### src/sv/rlfe_pkg.sv
package rlfe_pkg;

	// Field widths fixed by the frame format
	localparam int unsigned IDX_W   = 5;
	localparam int unsigned CNT_W   = 6;
	localparam int unsigned COLOR_W = 8;
	localparam int unsigned RGB_W   = 3 * COLOR_W;
	localparam int unsigned WORD_W  = 32;

	localparam logic [CNT_W-1:0] LED_COUNT_RESET = 6'd32;

	// Item modes
	localparam logic MODE_SET     = 1'b0;
	localparam logic MODE_REFRESH = 1'b1;

	// Flag byte: two fixed ones, then the inverted top bits of blue, green, red
	localparam logic [7:0] FLAG_BASE  = 8'hFF;
	localparam logic [7:0] FLAG_BLUE  = 8'h30;
	localparam logic [7:0] FLAG_GREEN = 8'h0C;
	localparam logic [7:0] FLAG_RED   = 8'h03;
	localparam logic [WORD_W-1:0] ZERO_WORD = '0;

	typedef struct packed {
		logic               mode;
		logic [IDX_W-1:0]   start_index;
		logic [IDX_W-1:0]   end_index;
		logic [COLOR_W-1:0] red;
		logic [COLOR_W-1:0] green;
		logic [COLOR_W-1:0] blue;
	} in_item_t;

	typedef struct packed {
		logic [WORD_W-1:0] frame_word;
		logic              last;
	} out_item_t;

	// Controller to datapath
	typedef struct packed {
		logic take;       // latch the accepted item
		logic fill_wr;    // write one entry of the range, step index
		logic emit_zero;  // load the start word
		logic emit_led;   // load one LED word, step index
		logic emit_last;  // load the closing word
	} ctrl_cmd_t;

	// Datapath to controller
	typedef struct packed {
		logic refresh;     // offered item is a refresh
		logic fill_empty;  // offered set item writes nothing
		logic fill_last;   // current entry closes the range
		logic led_none;    // LED count is zero
		logic led_last;    // current LED is the last one
		logic slot_free;   // output register can take a beat
	} dp_status_t;

	// Store layout: red 23:16, green 15:8, blue 7:0
	function automatic logic [WORD_W-1:0] led_word(input logic [RGB_W-1:0] rgb);
		logic [COLOR_W-1:0] r;
		logic [COLOR_W-1:0] g;
		logic [COLOR_W-1:0] b;
		logic [7:0]         flag;
		r    = rgb[23:16];
		g    = rgb[15:8];
		b    = rgb[7:0];
		flag = FLAG_BASE
		     ^ ({2'b00, b[7:2]} & FLAG_BLUE)
		     ^ ({4'b0000, g[7:4]} & FLAG_GREEN)
		     ^ ({6'b000000, r[7:6]} & FLAG_RED);
		return {flag, b, g, r};
	endfunction

endpackage

### src/sv/rgb_led_chain_frame_encoder.sv
// Frame encoder for a chain of two-wire RGB LEDs. A set item (mode 0) writes
// one colour to LEDs start_index..end_index, clipped to the LED count; it
// gives no output and keeps the block busy while it writes the entries of
// the range (none for an empty range) after acceptance. A refresh item
// (mode 1) sends led_count + 2 beats: a zero start word, one flag/blue/
// green/red word per LED from index 0, and a zero end word with last set.
// With the sink ready a refresh sends one word per cycle, set by the single
// read port of the colour store and the single output register; out_ready
// low stalls it. Items are handled one at a time. The colour store powers
// up black through per-entry written marks cleared by reset, so there is no
// clearing pass. led_count is to be written on the cfg port (always ready)
// only while the block is idle; the block does not enforce this. Values
// above MAX_LEDS act as MAX_LEDS, and zero sends only the two framing words.
module rgb_led_chain_frame_encoder #(
	parameter int unsigned MAX_LEDS = 32
) (
	input  logic                       clk,
	input  logic                       arst_n,
	input  logic                       in_valid,
	output logic                       in_ready,
	input  rlfe_pkg::in_item_t         in_data,
	output logic                       out_valid,
	input  logic                       out_ready,
	output rlfe_pkg::out_item_t        out_data,
	input  logic                       cfg_valid,
	output logic                       cfg_ready,
	input  logic [rlfe_pkg::CNT_W-1:0] cfg_data
);
	import rlfe_pkg::*;

	ctrl_cmd_t  cmd;
	dp_status_t st;

	assign cfg_ready = 1'b1;

	rlfe_ctrl u_ctrl (
		.clk      (clk),
		.arst_n   (arst_n),
		.in_valid (in_valid),
		.in_ready (in_ready),
		.st       (st),
		.cmd      (cmd)
	);

	rlfe_dp #(
		.MAX_LEDS (MAX_LEDS)
	) u_dp (
		.clk       (clk),
		.arst_n    (arst_n),
		.in_data   (in_data),
		.cfg_valid (cfg_valid),
		.cfg_data  (cfg_data),
		.out_ready (out_ready),
		.out_valid (out_valid),
		.out_data  (out_data),
		.cmd       (cmd),
		.st        (st)
	);

endmodule

### src/sv/rlfe_ram.sv
module rlfe_ram #(
	parameter int unsigned WIDTH = 24,
	parameter int unsigned DEPTH = 32
) (
	input  logic                                     clk,
	input  logic                                     wr_en,
	input  logic [((DEPTH > 1) ? $clog2(DEPTH) : 1)-1:0] wr_addr,
	input  logic [WIDTH-1:0]                         wr_data,
	input  logic [((DEPTH > 1) ? $clog2(DEPTH) : 1)-1:0] rd_addr,
	output logic [WIDTH-1:0]                         rd_data
);

	logic [WIDTH-1:0] mem_q [DEPTH];

	// One write port, one registered read port
	always_ff @(posedge clk) begin
		if (wr_en) begin
			mem_q[wr_addr] <= wr_data;
		end
		rd_data <= mem_q[rd_addr];
	end

endmodule

### src/sv/rlfe_ctrl.sv
module rlfe_ctrl (
	input  logic                clk,
	input  logic                arst_n,
	input  logic                in_valid,
	output logic                in_ready,
	input  rlfe_pkg::dp_status_t st,
	output rlfe_pkg::ctrl_cmd_t  cmd
);
	import rlfe_pkg::*;

	typedef enum logic [2:0] {
		S_IDLE,
		S_FILL,
		S_START,
		S_WORD,
		S_FINISH
	} state_t;

	state_t state_q;
	state_t state_d;

	assign in_ready = (state_q == S_IDLE);

	// Next state and commands
	always_comb begin
		state_d = state_q;
		cmd     = '0;
		case (state_q)
			S_IDLE: begin
				if (in_valid) begin
					cmd.take = 1'b1;
					if (st.refresh) begin
						state_d = S_START;
					end else if (!st.fill_empty) begin
						state_d = S_FILL;
					end
				end
			end
			S_FILL: begin
				cmd.fill_wr = 1'b1;
				if (st.fill_last) begin
					state_d = S_IDLE;
				end
			end
			S_START: begin
				if (st.slot_free) begin
					cmd.emit_zero = 1'b1;
					state_d = st.led_none ? S_FINISH : S_WORD;
				end
			end
			S_WORD: begin
				if (st.slot_free) begin
					cmd.emit_led = 1'b1;
					if (st.led_last) begin
						state_d = S_FINISH;
					end
				end
			end
			S_FINISH: begin
				if (st.slot_free) begin
					cmd.emit_last = 1'b1;
					state_d = S_IDLE;
				end
			end
			default: begin
				state_d = S_IDLE;
			end
		endcase
	end

	always_ff @(posedge clk or negedge arst_n) begin
		if (!arst_n) begin
			state_q <= S_IDLE;
		end else begin
			state_q <= state_d;
		end
	end

endmodule

### src/sv/rlfe_dp.sv
module rlfe_dp #(
	parameter int unsigned MAX_LEDS = 32
) (
	input  logic                  clk,
	input  logic                  arst_n,
	input  rlfe_pkg::in_item_t    in_data,
	input  logic                  cfg_valid,
	input  logic [rlfe_pkg::CNT_W-1:0] cfg_data,
	input  logic                  out_ready,
	output logic                  out_valid,
	output rlfe_pkg::out_item_t   out_data,
	input  rlfe_pkg::ctrl_cmd_t   cmd,
	output rlfe_pkg::dp_status_t  st
);
	import rlfe_pkg::*;

	localparam int unsigned AW = (MAX_LEDS > 1) ? $clog2(MAX_LEDS) : 1;
	localparam logic [CNT_W-1:0] MAX_CNT = CNT_W'(MAX_LEDS);

	logic [CNT_W-1:0]   led_count_q;
	logic [CNT_W-1:0]   cnt;
	logic [CNT_W-1:0]   idx_q;
	logic [CNT_W-1:0]   idx_inc;
	logic [CNT_W-1:0]   rd_idx;
	logic [IDX_W-1:0]   end_q;
	logic [RGB_W-1:0]   rgb_q;
	logic [RGB_W-1:0]   rd_rgb;
	logic [MAX_LEDS-1:0] vld_q;
	logic               vld_rd_q;
	logic               out_valid_q;
	out_item_t          out_q;

	// Count register, saturated to the store depth
	always_ff @(posedge clk or negedge arst_n) begin
		if (!arst_n) begin
			led_count_q <= LED_COUNT_RESET;
		end else if (cfg_valid) begin
			led_count_q <= cfg_data;
		end
	end

	assign cnt     = (led_count_q > MAX_CNT) ? MAX_CNT : led_count_q;
	assign idx_inc = idx_q + CNT_W'(1);

	// Item latch and walking index
	always_ff @(posedge clk) begin
		if (cmd.take) begin
			idx_q <= (in_data.mode == MODE_REFRESH) ? '0 : {1'b0, in_data.start_index};
			end_q <= in_data.end_index;
			rgb_q <= {in_data.red, in_data.green, in_data.blue};
		end else if (cmd.fill_wr || cmd.emit_led) begin
			idx_q <= idx_inc;
		end
	end

	// Read one ahead while a LED word leaves, so the data is always current
	assign rd_idx = cmd.emit_led ? idx_inc : idx_q;

	rlfe_ram #(
		.WIDTH (RGB_W),
		.DEPTH (MAX_LEDS)
	) u_ram (
		.clk     (clk),
		.wr_en   (cmd.fill_wr),
		.wr_addr (idx_q[AW-1:0]),
		.wr_data (rgb_q),
		.rd_addr (rd_idx[AW-1:0]),
		.rd_data (rd_rgb)
	);

	// Per-entry written marks; an unwritten entry reads as black
	always_ff @(posedge clk or negedge arst_n) begin
		if (!arst_n) begin
			vld_q    <= '0;
			vld_rd_q <= 1'b0;
		end else begin
			if (cmd.fill_wr) begin
				vld_q[idx_q[AW-1:0]] <= 1'b1;
			end
			vld_rd_q <= (rd_idx < MAX_CNT) ? vld_q[rd_idx[AW-1:0]] : 1'b0;
		end
	end

	// Output register
	always_ff @(posedge clk or negedge arst_n) begin
		if (!arst_n) begin
			out_valid_q <= 1'b0;
		end else if (cmd.emit_zero || cmd.emit_led || cmd.emit_last) begin
			out_valid_q <= 1'b1;
		end else if (out_ready) begin
			out_valid_q <= 1'b0;
		end
	end

	always_ff @(posedge clk) begin
		if (cmd.emit_zero || cmd.emit_led || cmd.emit_last) begin
			out_q.frame_word <= cmd.emit_led ? led_word(vld_rd_q ? rd_rgb : '0) : ZERO_WORD;
			out_q.last       <= cmd.emit_last;
		end
	end

	assign out_valid = out_valid_q;
	assign out_data  = out_q;

	// Status
	assign st.refresh    = (in_data.mode == MODE_REFRESH);
	assign st.fill_empty = (in_data.end_index < in_data.start_index)
	                    || ({1'b0, in_data.start_index} >= cnt);
	assign st.fill_last  = (idx_q[IDX_W-1:0] == end_q) || (idx_inc >= cnt);
	assign st.led_none   = (cnt == '0);
	assign st.led_last   = (idx_inc == cnt);
	assign st.slot_free  = !out_valid_q || out_ready;

endmodule

### config.mk
export PLATFORM = sky130hd
export DESIGN_NAME = rgb_led_chain_frame_encoder
export DESIGN_NICKNAME = d
export VERILOG_FILES = /design/src/sv/rlfe_pkg.sv /design/src/sv/rgb_led_chain_frame_encoder.sv /design/src/sv/rlfe_ram.sv /design/src/sv/rlfe_ctrl.sv /design/src/sv/rlfe_dp.sv
export SDC_FILE = /design/constraint.sdc
export NUM_CORES = 1
export LEC_CHECK = 0
export ABC_AREA = 1
export BUFFER_PORTS_ARGS = -buffer_cell sky130_fd_sc_hd__clkbuf_2
export CAP_MARGIN = 10
export CORE_MARGIN = 3
export CORE_UTILIZATION = 40
export CTS_CLUSTER_DIAMETER = 30
export CTS_CLUSTER_SIZE = 25
export DETAILED_ROUTE_END_ITERATION = 10
export HOLD_SLACK_MARGIN = 0.03
export PLACE_DENSITY = 0.58
export SLEW_MARGIN = 5
export SYNTH_ARGS = -nofsm -noshare
export SYNTH_HDL_FRONTEND = slang
export SYNTH_SLANG_ARGS = --single-unit
### constraint.sdc
create_clock -name clk -period 7.8 [get_ports clk]
set_input_delay 1.95 -clock clk [delete_from_list [all_inputs] [get_ports clk]]
set_output_delay 1.95 -clock clk [all_outputs]
set_load 0.03 [all_outputs]
==> impl_metrics.prom <==
# TYPE chip_impl_metric gauge
chip_impl_info{name="synthTopCellsByArea",value="sky130_fd_sc_hd__edfxtp_1, sky130_fd_sc_hd__nand2_1, sky130_fd_sc_hd__nand3_1, sky130_fd_sc_hd__dfrtp_1, sky130_fd_sc_hd__inv_1"} 1
chip_impl_metric{name="ctsLongestPathBuffers",unit=""} 3
chip_impl_info{name="cp_cell_sequence",value="clkbuf_2 > inv_1 > nand2_1 > nand2_2 > inv_2 > nand2_1 > o21ai_4 > buf_4 > inv_4 > buf_4 > nand3_1 > nand3_1 > nand2_1 > nand2_1 > nand2_1"} 1
chip_impl_metric{name="synth_edf_count",unit=""} 835
chip_impl_metric{name="cts-resized-gates",unit=""} 0
chip_impl_metric{name="detailedPlacementHpwl",unit="mm"} 52.8
chip_impl_metric{name="postCtsSetupRepairBufs",unit=""} 0
chip_impl_metric{name="post_synth.cell_area_avg",unit="um^2"} 11.2
chip_impl_metric{name="flow.area_growth_from_synthesis",unit="%"} 20.1
chip_impl_metric{name="place.port_buffers",unit=""} 80
chip_impl_metric{name="r2r_slack",unit="ns"} 4.24
chip_impl_metric{name="multi_input_comb_area",unit="um^2"} 9120
chip_impl_metric{name="clock_tree.htree_level_count",unit=""} 4
chip_impl_metric{name="n_fill_cell",unit=""} 8143
chip_impl_metric{name="num-nets-final",unit=""} 3517
chip_impl_metric{name="asyncSetResetFlopFracSynth",unit="%"} 4.77
chip_impl_metric{name="power.leakage",unit="nW"} 17.7
chip_impl_metric{name="detail_route.iter0.violations",unit=""} 2661
chip_impl_info{name="synth_area_leader_cell",value="sky130_fd_sc_hd__edfxtp_1"} 1
chip_impl_metric{name="critical_path_maximum_fanout",unit=""} 44
chip_impl_metric{name="detailed_routing_iterations_pass_1",unit=""} 6
chip_impl_metric{name="boundaryPins",unit=""} 82
chip_impl_metric{name="ant_nets",unit=""} 0
chip_impl_metric{name="timing.critical_path.buf_inv",unit=""} 6
chip_impl_metric{name="std_cell_rows",unit=""} 111
chip_impl_metric{name="p_sw",unit="mW"} 7.33
chip_impl_info{name="run_status",value="finished, final reports clean"} 1
chip_impl_metric{name="internal-power",unit="mW"} 12.5
chip_impl_metric{name="grt_max_degree",unit=""} 130
chip_impl_info{name="worst_path_max_delay_cell",value="sky130_fd_sc_hd__buf_4"} 1
chip_impl_metric{name="synth_seq_cells",unit=""} 902
chip_impl_metric{name="timing.final.hold_violations",unit=""} 0
chip_impl_metric{name="post_layout_minimum_cycle_time",unit="ns"} 4.50
chip_impl_metric{name="timing.final.max_slew_violations",unit=""} 0
chip_impl_metric{name="cts_inserted_buffers",unit=""} 163
chip_impl_metric{name="max_freq",unit="GHz"} 0.222
chip_impl_metric{name="route.final.wire_length",unit="mm"} 105
chip_impl_metric{name="cts_num_sinks",unit=""} 902
chip_impl_metric{name="count_of_unique_library_cells_instantiated_by_yosys",unit=""} 37
chip_impl_metric{name="global_route_wire_length_before_repair",unit="mm"} 155
chip_impl_metric{name="wl_per_cell",unit="um"} 21.6
chip_impl_info{name="worst_setup_path_start_kind",value="primary input"} 1
chip_impl_metric{name="power.share.sequential",unit="%"} 32.3
chip_impl_info{name="crit_path_frequent_cell",value="sky130_fd_sc_hd__nand2_1"} 1
chip_impl_metric{name="gp_congestion",unit=""} 0.771
chip_impl_metric{name="grt_antenna_before_repair",unit=""} 5
chip_impl_metric{name="synth-warning-count",unit=""} 0
chip_impl_metric{name="overall_die_area",unit="um^2"} 97100
chip_impl_metric{name="fin_worst_skew",unit="ns"} 0.0198
chip_impl_metric{name="fin_total_pwr",unit="mW"} 19.8
chip_impl_metric{name="post-route-drc-count",unit=""} 0
chip_impl_info{name="tritoncts_clock_tree",value="yes"} 1
chip_impl_metric{name="cts_hold_buffers",unit=""} 0
chip_impl_metric{name="worst_pin_slew",unit="ns"} 1.27
chip_impl_metric{name="worstSkewPairLatency",unit="ns"} 0.73
chip_impl_metric{name="p_sw_share",unit="%"} 37.0
chip_impl_metric{name="synth_top_cell_area_share",unit="%"} 67.1
chip_impl_metric{name="floorplan.die.height",unit="um"} 312
chip_impl_info{name="cts.root.buffer_cell",value="sky130_fd_sc_hd__clkbuf_16"} 1
chip_impl_info{name="hold_path_class",value="flip-flop to flip-flop"} 1
chip_impl_metric{name="floorplan.die.width",unit="um"} 312
chip_impl_metric{name="worst_slack",unit="ns"} 3.30
chip_impl_metric{name="timing.final.setup_violations",unit=""} 0
chip_impl_info{name="yosys_most_used_dff",value="sky130_fd_sc_hd__edfxtp_1"} 1
chip_impl_metric{name="grt_overflow_total",unit=""} 0
chip_impl_metric{name="clk_pin_slew_worst_paths",unit="ns"} 0.05
chip_impl_metric{name="floorplan.initialDensity",unit="%"} 40.6
chip_impl_metric{name="layout-drive-gt1-share",unit="%"} 12.6
chip_impl_metric{name="vias_in_the_first_global_route",unit=""} 23900
chip_impl_info{name="crit_path_end_kind",value="flip-flop"} 1
chip_impl_metric{name="totalNegativeSetupSlack",unit="ns"} 0
chip_impl_metric{name="clk_network_pwr_share",unit="%"} 36.7
chip_impl_metric{name="insertedDiodeCount",unit=""} 0
chip_impl_metric{name="maximum_single_stage_delay_on_the_critical_path",unit="ns"} 0.62
chip_impl_metric{name="pwr-share-comb",unit="%"} 31.0
chip_impl_metric{name="routed_via_density",unit=""} 5.15
chip_impl_metric{name="max_cap_violations",unit=""} 0
chip_impl_metric{name="syn-num-nets",unit=""} 3393
chip_impl_metric{name="pwr_density_cell",unit="nW/um^2"} 442
chip_impl_metric{name="synthesis.area",unit="um^2"} 37400
chip_impl_metric{name="post-route-period-util",unit="%"} 57.8
chip_impl_metric{name="worst-endpoint-required",unit="ns"} 8.42
chip_impl_metric{name="slew-limit-headroom",unit="%"} 15.2
chip_impl_metric{name="routed-via-count",unit=""} 24900
chip_impl_metric{name="worst-endpoint-arrival",unit="ns"} 5.12
chip_impl_metric{name="layout.area.seq",unit="um^2"} 26600
chip_impl_metric{name="dpl_worst_slack",unit="ns"} 2.57
chip_impl_metric{name="irDropWorstVdd",unit="mV"} 0.499
chip_impl_metric{name="globalRouteTotalUtil",unit="%"} 21.4
chip_impl_info{name="rsz0062_at_grt",value="no"} 1
chip_impl_metric{name="synth.yosys.seq_area_share",unit="%"} 71.3
chip_impl_metric{name="synthCells",unit=""} 3328
chip_impl_info{name="crit_type",value="primary input to flip-flop"} 1
chip_impl_info{name="cell_type_group_with_the_largest_total_delay_on_the_critical_path",value="buffers and inverters"} 1
chip_impl_metric{name="core-area",unit="um^2"} 92100
-- tightest hold or removal path: cells and delay by family (launching register included) --
family	cells	cell delay, ns
flip-flops	1	0.31
AO/OA/AOI/OAI	1	0.06
buffers and inverters	1	0.05
-- per-stage QoR --
step	hold WS [ns]	util, %	instances	instance area (um^2)
detailed placement	0.445	42.5	4530	39200
CTS	0.453	48.7	4834	44900
global route	0.477	48.7	4834	44900
global placement	0.438	42.5	4530	39200
finish	0.450	48.7	4834	44900
floorplan	0.427	-	3328	37400
-- power by group through the flow --
stage	sequential [mW]	combinational, mW	clock (mW)
after global routing	6.46	6.85	7.59
after floorplan	6.39	4.29	0
after CTS	6.40	6.17	7.35
final	6.41	6.15	7.26
after global placement	6.48	6.10	0
after detailed placement	6.49	6.12	0
-- layout make-up --
type / count / area share [%]
clock buffers: 197 / 9.70
clock inverters: 107 / 2.99
inverters: 253 / 2.12
multi-input cells: 1995 / 20.3
flip-flops and latches: 902 / 59.4
well taps: 1243 / 3.47
repair buffers: 137 / 2.04
-- final timing paths --
| check | from | end | depth (start not counted) |
|---|---|---|---|
| max | out_ready | u_dp.u_ram.rd_data[6]$_DFF_P_ | 15 |
| max reg2reg | u_ctrl.state_q[0]$_DFFE_PN0P_ | u_dp.u_ram.rd_data[6]$_DFF_P_ | 14 |
| max in group asynchronous | arst_n | u_dp.vld_q[22]$_DFFE_PN0P_ | 2 |
| min in group asynchronous | arst_n | u_dp.led_count_q[2]$_DFFE_PN0P_ | 2 |
| min | u_dp.vld_q[31]$_DFFE_PN0P_ | u_dp.vld_q[31]$_DFFE_PN0P_ | 2 |
| min reg2reg | u_dp.vld_q[31]$_DFFE_PN0P_ | u_dp.vld_q[31]$_DFFE_PN0P_ | 2 |
-- cells in the final DEF (no fill, tap or decap), types with 6 or more instances in the layout --
cell type / n
sky130_fd_sc_hd__bufinv_16: 26
sky130_fd_sc_hd__o21ai_0: 42
sky130_fd_sc_hd__dfxtp_1: 24
sky130_fd_sc_hd__o211ai_1: 123
sky130_fd_sc_hd__clkbuf_16: 167
sky130_fd_sc_hd__buf_12: 7
sky130_fd_sc_hd__inv_6: 14
sky130_fd_sc_hd__clkbuf_8: 6
sky130_fd_sc_hd__nand3_1: 355
sky130_fd_sc_hd__buf_4: 50
sky130_fd_sc_hd__edfxtp_1: 835
sky130_fd_sc_hd__clkbuf_1: 24
sky130_fd_sc_hd__clkinv_2: 18
sky130_fd_sc_hd__a21oi_1: 13
sky130_fd_sc_hd__nor2_1: 45
sky130_fd_sc_hd__clkinvlp_4: 16
sky130_fd_sc_hd__nor2_4: 35
sky130_fd_sc_hd__clkinv_1: 20
sky130_fd_sc_hd__ha_1: 19
sky130_fd_sc_hd__clkinv_4: 8
sky130_fd_sc_hd__nand2_1: 1322
sky130_fd_sc_hd__inv_1: 249
sky130_fd_sc_hd__clkbuf_2: 80
sky130_fd_sc_hd__dfrtp_1: 42
-- kinds of logic after synthesis --
| group | synth area share, % |
|---|---|
| buffers and inverters | 5.15 |
| and+or+nand+nor | 19.1 |
| other | 0.0100 |
| AOI/OAI and AO/OA | 3.50 |
| xor gates and xnor gates | 0.164 |
| DFF | 71.3 |
| adders and majority gates | 0.636 |
| muxes | 0.0904 |
-- routing by layer --
layer	GRT usage, %	vias up	share of wire (%)
li1	-	11600	-
met1	29.6	12100	43
met2	33.6	1022	46
met3	4.27	192	7.9
met4	7.83	0	3.0
met5	0	-	0
-- registers in the layout, indices dropped and copies added (netlist names) --
register            cells
u_dp.idx_q              6
u_dp.out_data          32
u_dp.led_count_q        6
u_dp.u_ram.mem_q      768
u_dp.out_valid          1
u_dp.vld_q             32
u_dp.vld_rd_q           1
u_dp.rgb_q             24
u_ctrl.state_q          3
u_dp.u_ram.rd_data     24
u_dp.end_q              5
-- cells in the mapped netlist, types with 2 or more instances --
library cell               instances
sky130_fd_sc_hd__xnor2_1           3
sky130_fd_sc_hd__o211ai_1        123
sky130_fd_sc_hd__dfxtp_1          24
sky130_fd_sc_hd__buf_1             7
sky130_fd_sc_hd__inv_2             3
sky130_fd_sc_hd__a21oi_1          13
sky130_fd_sc_hd__o21ai_1           4
sky130_fd_sc_hd__xor2_1            4
sky130_fd_sc_hd__buf_2           110
sky130_fd_sc_hd__dfrtp_1          42
sky130_fd_sc_hd__o21ai_0          42
sky130_fd_sc_hd__mux2_2            3
sky130_fd_sc_hd__clkbuf_1         27
sky130_fd_sc_hd__nor3_1            3
sky130_fd_sc_hd__buf_4            23
sky130_fd_sc_hd__o32ai_1           3
sky130_fd_sc_hd__a32o_1            2
sky130_fd_sc_hd__buf_6            11
sky130_fd_sc_hd__edfxtp_1        835
sky130_fd_sc_hd__nand3_1         355
sky130_fd_sc_hd__o22ai_1           2
sky130_fd_sc_hd__nand2_2           3
sky130_fd_sc_hd__nand2_4           3
sky130_fd_sc_hd__ha_1             19
sky130_fd_sc_hd__nand2_1        1322
sky130_fd_sc_hd__nand4_1           3
sky130_fd_sc_hd__or2_2             2
sky130_fd_sc_hd__nor2_1           79
sky130_fd_sc_hd__inv_1           250
Power figures use the tool's default switching activity.
